## src/sv/sti_pkg.sv

```systemverilog
// ----------------------------------------------------------------------------
// sti_pkg - sorted table shared definitions
// request and status codes, entry layout, controller states and the
// command / status bundles between controller and datapath
// ----------------------------------------------------------------------------
`default_nettype none

package sti_pkg;

  localparam int KEY_W   = 64;
  localparam int PRICE_W = 24;
  localparam int QTY_W   = 20;
  localparam int IDX_W   = 6;   // width of the reported index
  localparam int CNT_W   = 7;   // width of the reported count

  // request codes
  localparam logic [1:0] REQ_INSERT = 2'd0;
  localparam logic [1:0] REQ_LOOKUP = 2'd1;
  localparam logic [1:0] REQ_DELETE = 2'd2;

  // result status codes
  localparam logic [1:0] ST_OK        = 2'd0;
  localparam logic [1:0] ST_NOT_FOUND = 2'd1;
  localparam logic [1:0] ST_FULL      = 2'd2;

  typedef struct packed {
    logic [KEY_W-1:0]   key;
    logic [PRICE_W-1:0] price;
    logic [QTY_W-1:0]   qty;
  } entry_t;

  typedef enum logic [2:0] {
    S_IDLE,
    S_DISPATCH,
    S_INS_SHIFT,
    S_INS_PUT,
    S_SRCH_ISSUE,
    S_SRCH_CMP,
    S_DEL_SHIFT,
    S_FINISH
  } state_t;

  typedef struct packed {
    logic       load;        // capture the input beat
    logic       ins_start;   // ptr = count, read entry below it
    logic       shift_down;  // move read entry one place up, ptr--
    logic       put;         // write new entry at ptr, count++
    logic       srch_init;   // left = 0, right = count - 1
    logic       srch_read;   // latch midpoint and read it
    logic       srch_step;   // narrow the search window
    logic       set_plain;   // result with zero index and payload
    logic [1:0] plain_status;
    logic       set_hit;     // result at the midpoint
    logic       del_start;   // ptr = mid, read the entry above
    logic       shift_up;    // move read entry one place down, ptr++
    logic       dec_count;
    logic       publish;     // load the output register
  } cmd_t;

  typedef struct packed {
    logic [1:0] req;
    logic       full;
    logic       cnt_zero;
    logic       gt;          // read key above request key
    logic       eq;
    logic       lt;
    logic       ptr_gt1;
    logic       mid_more;    // an entry sits above the midpoint
    logic       ptr_more;    // an entry sits two above ptr
    logic       lr_ok;       // search window not empty
    logic       out_busy;    // output register held by a stalled beat
  } stat_t;

endpackage

`default_nettype wire

```

## src/sv/sti_ctrl.sv

```systemverilog
// ----------------------------------------------------------------------------
// sti_ctrl - sorted table controller
// sequences insert shifts, binary search steps and delete shifts
// ----------------------------------------------------------------------------
`default_nettype none

module sti_ctrl (
  input  wire logic            clk,
  input  wire logic            rst,
  input  wire logic            in_valid,
  output logic                 in_ready,
  input  wire sti_pkg::stat_t  stat,
  output sti_pkg::cmd_t        cmd
);

  sti_pkg::state_t state;
  sti_pkg::state_t state_next;

  always_ff @(posedge clk) begin
    if (rst) begin
      state <= sti_pkg::S_IDLE;
    end else begin
      state <= state_next;
    end
  end

  always_comb begin
    cmd        = '0;
    state_next = state;
    in_ready   = 1'b0;
    unique case (state)
      sti_pkg::S_IDLE: begin
        in_ready = 1'b1;
        if (in_valid) begin
          cmd.load   = 1'b1;
          state_next = sti_pkg::S_DISPATCH;
        end
      end
      sti_pkg::S_DISPATCH: begin
        unique case (stat.req)
          sti_pkg::REQ_INSERT: begin
            if (stat.full) begin
              cmd.set_plain    = 1'b1;
              cmd.plain_status = sti_pkg::ST_FULL;
              state_next       = sti_pkg::S_FINISH;
            end else begin
              cmd.ins_start = 1'b1;
              state_next    = stat.cnt_zero ? sti_pkg::S_INS_PUT : sti_pkg::S_INS_SHIFT;
            end
          end
          sti_pkg::REQ_LOOKUP, sti_pkg::REQ_DELETE: begin
            cmd.srch_init = 1'b1;
            state_next    = sti_pkg::S_SRCH_ISSUE;
          end
          default: begin
            // unused code: empty ok result
            cmd.set_plain    = 1'b1;
            cmd.plain_status = sti_pkg::ST_OK;
            state_next       = sti_pkg::S_FINISH;
          end
        endcase
      end
      sti_pkg::S_INS_SHIFT: begin
        if (stat.gt) begin
          cmd.shift_down = 1'b1;
          state_next     = stat.ptr_gt1 ? sti_pkg::S_INS_SHIFT : sti_pkg::S_INS_PUT;
        end else begin
          cmd.put    = 1'b1;
          state_next = sti_pkg::S_FINISH;
        end
      end
      sti_pkg::S_INS_PUT: begin
        cmd.put    = 1'b1;
        state_next = sti_pkg::S_FINISH;
      end
      sti_pkg::S_SRCH_ISSUE: begin
        if (stat.lr_ok) begin
          cmd.srch_read = 1'b1;
          state_next    = sti_pkg::S_SRCH_CMP;
        end else begin
          cmd.set_plain    = 1'b1;
          cmd.plain_status = sti_pkg::ST_NOT_FOUND;
          state_next       = sti_pkg::S_FINISH;
        end
      end
      sti_pkg::S_SRCH_CMP: begin
        if (stat.eq) begin
          cmd.set_hit = 1'b1;
          if (stat.req == sti_pkg::REQ_DELETE) begin
            if (stat.mid_more) begin
              cmd.del_start = 1'b1;
              state_next    = sti_pkg::S_DEL_SHIFT;
            end else begin
              cmd.dec_count = 1'b1;
              state_next    = sti_pkg::S_FINISH;
            end
          end else begin
            state_next = sti_pkg::S_FINISH;
          end
        end else begin
          cmd.srch_step = 1'b1;
          state_next    = sti_pkg::S_SRCH_ISSUE;
        end
      end
      sti_pkg::S_DEL_SHIFT: begin
        cmd.shift_up = 1'b1;
        if (!stat.ptr_more) begin
          cmd.dec_count = 1'b1;
          state_next    = sti_pkg::S_FINISH;
        end
      end
      sti_pkg::S_FINISH: begin
        if (!stat.out_busy) begin
          cmd.publish = 1'b1;
          state_next  = sti_pkg::S_IDLE;
        end
      end
      default: begin
        state_next = sti_pkg::S_IDLE;
      end
    endcase
  end

endmodule

`default_nettype wire

```

## config.mk

```make
export PLATFORM = sky130hd
export DESIGN_NAME = sti_ctrl
export DESIGN_NICKNAME = d
export VERILOG_FILES = /design/src/sv/sti_pkg.sv /design/src/sv/sti_ctrl.sv
export SDC_FILE = /design/constraint.sdc
export NUM_CORES = 1
export LEC_CHECK = 0
export ABC_AREA = 0
export BUFFER_PORTS_ARGS = -buffer_cell sky130_fd_sc_hd__buf_2
export CAP_MARGIN = 0
export CORE_AREA = 2 2 39 41
export CTS_BUF_LIST = sky130_fd_sc_hd__clkbuf_8
export DETAILED_ROUTE_END_ITERATION = 8
export DIE_AREA = 0 0 41 43
export PLACE_DENSITY = 0.76
export SLEW_MARGIN = 5
export SYNTH_ARGS = -nofsm -noshare
export SYNTH_HDL_FRONTEND = slang
export SYNTH_SLANG_ARGS = --single-unit
```

## constraint.sdc

```tcl
create_clock -name clk -period 2.62 [get_ports clk]
set_clock_uncertainty 0.05 [all_clocks]
set_input_delay 0.131 -clock clk [delete_from_list [all_inputs] [get_ports clk]]
set_output_delay 0.131 -clock clk [all_outputs]
set_load 0.005 [all_outputs]
```

==> reports/summary.txt, run 1 <==
status - finished, final reports clean
Port Buffers - 29
DRT Wirelength - 1150 um
static leakage - 0.333 nW
Finished Cell Area - 624 um^2
Tightest Pin Transition - 0.542 ns
Layout area overhead - 43.0%
Initial Utilization - 0.316
Ports - 31
slew margin rel. - 0.638
PwrDens - 717 nW/um^2
first-pass GRT wire length - 1970 um
asr flop ratio synth - 0
Post-synth EDFFs - 0
floorplan row count - 14
arrival time at the worst endpoint - 1.56 ns
layout cells sized above 1 - 0.376
largest registers - state (3)
largest net degree at the start of global routing - 19
Avg WL per Cell - 10.5 um
GR Util met1 - 0.228
GRT Residual Overflow - 0
CTS max path bufs - 2
GPL Wtd Cong - 0.833
clock sink total - 3
CTS-repair resized insts - 0
hold_buf cts - 0
peak supply drop - 303 uV
vias in the first global route - 501
drt pass-1 iters - 4
CP Capture Type - output pin
ys flop type - dfxtp_1
root cell of the clock tree - clkbuf_8
Clk Latency, worst-skew pair - 0.22 ns
Mapped Cells - 63
syn_nets - 81
Slew Limit Fails - 0
R2R Setup Slk - 1.18 ns
max FFs per register - 3
final setup fails - 0
yosys warns - 0
kind of critical path - flop to output pin
met2 Use GR - 0.225
Post-CTS Setup Repair Bufs - 0
final net count - 112
Setup TNS - 0 ns
initial antenna violation count - 0
Largest Register - state
hold slack - 0.0712 ns
Starting DRT DRC Count - 7
core box area - 1380 um^2
cell area after synthesis - 437 um^2
Die Wd - 41 um
met3 GRT Util - 0.0157
Area after DPL - 579 um^2
Die ar. - 1760 um^2
post-DP HPWL - 879 um
Most Used Layer, Global Route - met1
All-Layer GR Usage - 0.159
H-tree level count - 1
total CTS buffers - 3
# diodes - 0
Synth cell types - 25
routed vias/inst - 5.07
Filler cells - 137
Placed Cells - 105
final period utilization - 0.665
Hold Path Class - primary input to flop
Crit Path Max Fanout - 13
Worst Setup Start Kind - flop
clock-pin transition on the worst setup and hold timing paths - 0.03 ns
FMAX - 574 MHz
DR DRC count - 0
total power - 0.000447 W
DR vias - 553
Seq/Total Area, Yosys - 0.138
CTS tree - built
post-route ant nets - 0
number of synthesized register bits - 3
Max Cap Viol - 0
RSZ-0062 raised after global routing - no
syn_area_per_cell - 6.93 um^2
non-filler cells, final - 109
shortest period the worst path allows - 1.74 ns
Data required, critical path - 2.44 ns
chip height - 43 um
hold violation count in the final report - 0
==> cell usage in the layout (no fill, tap or decap), types with 2 or more instances in the layout <==
cell | Yosys | layout
nor2b_1 | 4 | 4
nor3b_1 | 2 | 2
inv_1 | 3 | 4
a31oi_1 | 2 | 2
nand2_1 | 8 | 8
ha_1 | 3 | 3
and3_1 | 2 | 2
dfxtp_1 | 3 | 3
nor2_1 | 5 | 5
nor3_1 | 6 | 6
buf_2 | 0 | 29
nand2b_1 | 5 | 5
a21oi_1 | 5 | 5
clkbuf_8 | 0 | 3
and2_1 | 2 | 2
==> per-layer routing <==
layer / vias up / wire length, um
li1: 284 / -
met1: 239 / 551
met2: 28 / 484
met3: 2 / 96
met4: 0 / 14
met5: - / 0
==> worst max-delay path, cell delays in order (launching register included) <==
cell and delay [ns]:
dfxtp_1 0.57, nor2b_1 0.21, and3_2 0.24, nand2_1 0.06, o32ai_1 0.11, buf_2 0.16
==> area by class of cell <==
type                       count  area (um^2)  share of cell area
clock inverter                 1         3.75             0.00601
clock buffer                   3         41.3              0.0661
tap                           16         20.0              0.0321
multi-input combinational     54          343               0.549
timing repair buffer          29          145               0.232
sequential                     3         60.1              0.0962
inverter                       3         11.3              0.0180
==> final timing paths <==
kind,cells past startpoint,endpoint,start
worst max-delay path,5,cmd[1],state[2]$_SDFFE_PP0P_
worst min-delay path,2,state[1]$_SDFFE_PP0P_,rst
worst max register to register,4,state[0]$_SDFFE_PP0P_,state[2]$_SDFFE_PP0P_
worst min register to register,2,state[1]$_SDFFE_PP0P_,state[0]$_SDFFE_PP0P_
==> cell families (layout without fill, tap and decap cells) <==
kind of cell,Yosys count,in the layout,synth area share
DFF,3,3,0.138
AOI/OAI and AO/OA,14,14,0.246
adders and majority gates,3,3,0.0860
buffers and inverters,6,36,0.0774
and+or+nand+nor,37,37,0.453
==> synthesized netlist by cell type, types with 2 or more instances <==
library cell,number,share of area
and2_1,2,0.029
a21oi_1,5,0.057
inv_1,3,0.026
nor2b_1,4,0.057
a31oi_1,2,0.029
nand2b_1,5,0.072
and3_1,2,0.029
nor3b_1,2,0.034
nor3_1,6,0.069
nor2_1,5,0.043
ha_1,3,0.086
nand2_1,8,0.069
buf_4,2,0.034
dfxtp_1,3,0.14
==> through the flow <==
stage          worst slack, ns  utilization
3_5_place_dp              1.12        0.419
6_report                 0.878        0.451
5_1_grt                  0.731        0.451
2_1_floorplan             1.49            -
4_1_cts                  0.881        0.451
3_3_place_gp              1.15        0.419
==> power by group <==
part | switching, W | internal, W
Clock | 0.0000320 | 0.0000999
Sequential | 0.0000569 | 0.0000613
Combinational | 0.0000945 | 0.000103
Total | 0.000183 | 0.000264
No activity file was read; power rests on OpenSTA's default activity.
==> run 2, diff against run 1 <==
==> constraint.sdc (replaced) <==
create_clock -name clk -period 1.7 [get_ports clk]
set_clock_uncertainty 0.05 [all_clocks]
set_input_delay 0.085 -clock clk [delete_from_list [all_inputs] [get_ports clk]]
set_output_delay 0.085 -clock clk [all_outputs]
set_load 0.005 [all_outputs]
==> run 2 against run 1 <==
Clock-buffer cell count unchanged; clock power rose by 56%; critical path depth unchanged; critical path type unchanged; critical endpoint unchanged.
==> reports/summary.txt, run 2 (synthesized netlist as in run 1, its figures left out) <==
largest registers - state (3)
CTS max path bufs - 2 (unchanged)
floorplan row count - 14 (unchanged)
Placed Cells - 107 (+1.9%)
post-DP HPWL - 915 um (+4.1%)
clock sink total - 3 (unchanged)
layout cells sized above 1 - 0.421 (+0.0447)
Slew Limit Fails - 0 (unchanged)
Avg WL per Cell - 10.6 um (+0.68%)
CTS tree - built
Layout area overhead - 47.6%
first-pass GRT wire length - 1980 um (+0.35%)
kind of critical path - flop to output pin
Max Cap Viol - 0 (unchanged)
Filler cells - 151 (+10%)
RSZ-0062 raised after global routing - no
hold endpoint - state[1]$_SDFFE_PP0P_
Starting DRT DRC Count - 14 (+7)
drt pass-1 iters - 4 (unchanged)
status - finished, final reports clean
core box area - 1380 um^2 (unchanged)
shortest period the worst path allows - 1.56 ns
Tightest Pin Transition - 0.248 ns (-0.293 ns)
Hold Path Class - primary input to flop
hold violation count in the final report - 0 (unchanged)
CP Capture Type - output pin
DR DRC count - 0 (unchanged)
total CTS buffers - 3 (unchanged)
Post-CTS Setup Repair Bufs - 0 (unchanged)
max FFs per register - 3 (unchanged)
static leakage - 0.344 nW (+3.3%)
Initial Utilization - 0.316 (unchanged)
Die ar. - 1760 um^2 (unchanged)
# diodes - 0 (unchanged)
reg2reg end - state[1]$_SDFFE_PP0P_
Port Buffers - 29 (unchanged)
PwrDens - 1120 nW/um^2 (+57%)
hold_buf cts - 0 (unchanged)
DR vias - 549 (-0.72%)
vias in the first global route - 476 (-5.0%)
arrival time at the worst endpoint - 1.42 ns (-0.14 ns)
clock-pin transition on the worst setup and hold timing paths - 0.03 ns (about the same)
Setup TNS - 0 ns (unchanged)
root cell of the clock tree - clkbuf_8
hold depth - 2 (unchanged)
slew margin rel. - 0.834 (+0.196)
hold slack - 0.00537 ns (-0.0659 ns)
reg2reg start - state[0]$_SDFFE_PP0P_
final net count - 114 (+1.8%)
Worst Setup Start Kind - flop
final setup fails - 0 (unchanged)
commonest non-fill, non-tap cell in the layout - buf_2
Crit Path Max Fanout - 13 (unchanged)
H-tree level count - 1 (unchanged)
Largest Register - state
non-filler cells, final - 111 (+1.8%)
Data required, critical path - 1.56 ns (-0.88 ns)
routed vias/inst - 4.95 (-2.5%)
GPL Wtd Cong - 0.839 (+0.72%)
DRT Wirelength - 1180 um (+2.5%)
Clk Latency, worst-skew pair - 0.22 ns (about the same)
FMAX - 642 MHz
chip height - 43 um (unchanged)
Finished Cell Area - 644 um^2 (+3.2%)
GRT Residual Overflow - 0 (unchanged)
Die Wd - 41 um (unchanged)
R2R Setup Slk - 0.38 ns (-0.80 ns)
peak supply drop - 454 uV (+50%)
worst reg-to-reg path cell count - 5 (+1)
Worst Min Path Start - rst
final period utilization - 0.916
All-Layer GR Usage - 0.168 (+0.00904)
initial antenna violation count - 0 (unchanged)
largest net degree at the start of global routing - 16 (-3)
Area after DPL - 594 um^2 (+2.6%)
Ports - 31 (unchanged)
post-route ant nets - 0 (unchanged)
commonest non-fill, non-tap cells in the layout - buf_2, nand2_1, nor3_1
## run 2: through the flow
stage          utilization  setup slack [ns]  power (W)
2_1_floorplan            -             0.603   0.000396
3_3_place_gp         0.429             0.285   0.000497
3_5_place_dp         0.429             0.251   0.000507
4_1_cts              0.462            0.0133   0.000714
5_1_grt              0.466            0.0385   0.000791
6_report             0.466             0.143   0.000723
## run 2: layout make-up
| cell class | instances | area (um^2) | area share |
|---|---|---|---|
| clock inverter | 1 | 3.75 | 0.00583 |
| inverter | 3 | 11.3 | 0.0175 |
| sequential | 3 | 62.6 | 0.0971 |
| tap | 16 | 20.0 | 0.0311 |
| timing repair buffer | 31 | 160 | 0.249 |
| clock buffer | 3 | 41.3 | 0.0641 |
| multi-input combinational | 54 | 345 | 0.536 |
## run 2: worst max-delay path by stage
stage	start	end	depth (start not counted)
2_1_floorplan	state[2]$_SDFFE_PP0P_	state[0]$_SDFFE_PP0P_	5
3_3_place_gp	state[2]$_SDFFE_PP0P_	cmd[1]	5
3_5_place_dp	state[2]$_SDFFE_PP0P_	cmd[1]	5
4_1_cts	state[2]$_SDFFE_PP0P_	cmd[1]	5
5_1_grt	state[2]$_SDFFE_PP0P_	cmd[1]	5
6_report	state[2]$_SDFFE_PP0P_	cmd[1]	5
## run 2: report_power, final
part | total (W) | internal [W] | switching [W]
clock | 0.000206 | 0.000154 | 0.0000523
sequential | 0.000167 | 0.0000983 | 0.0000684
combinational | 0.000350 | 0.000179 | 0.000171
total | 0.000723 | 0.000432 | 0.000291
## run 2: timing repair
action / 4_1_cts / 5_1_grt
endpoints found under the setup margin: 0 / 3
gates resized for setup: 0 / 3
endpoints found under the hold margin: 0 / 0
## run 2: layer usage
layer,vias to the layer above,track usage,part of all wire
li1,289,-,-
met1,231,0.219,0.45
met5,-,0,0
met4,0,0.100,0.016
met2,27,0.228,0.44
met3,2,0.0576,0.097
## run 2: critical path, stage by stage (launching register included)
cell and delay (ns):
dfxtp_2 0.45, nor2b_1 0.18, and3_2 0.24, nand2_1 0.06
o32ai_1 0.11, buf_2 0.16
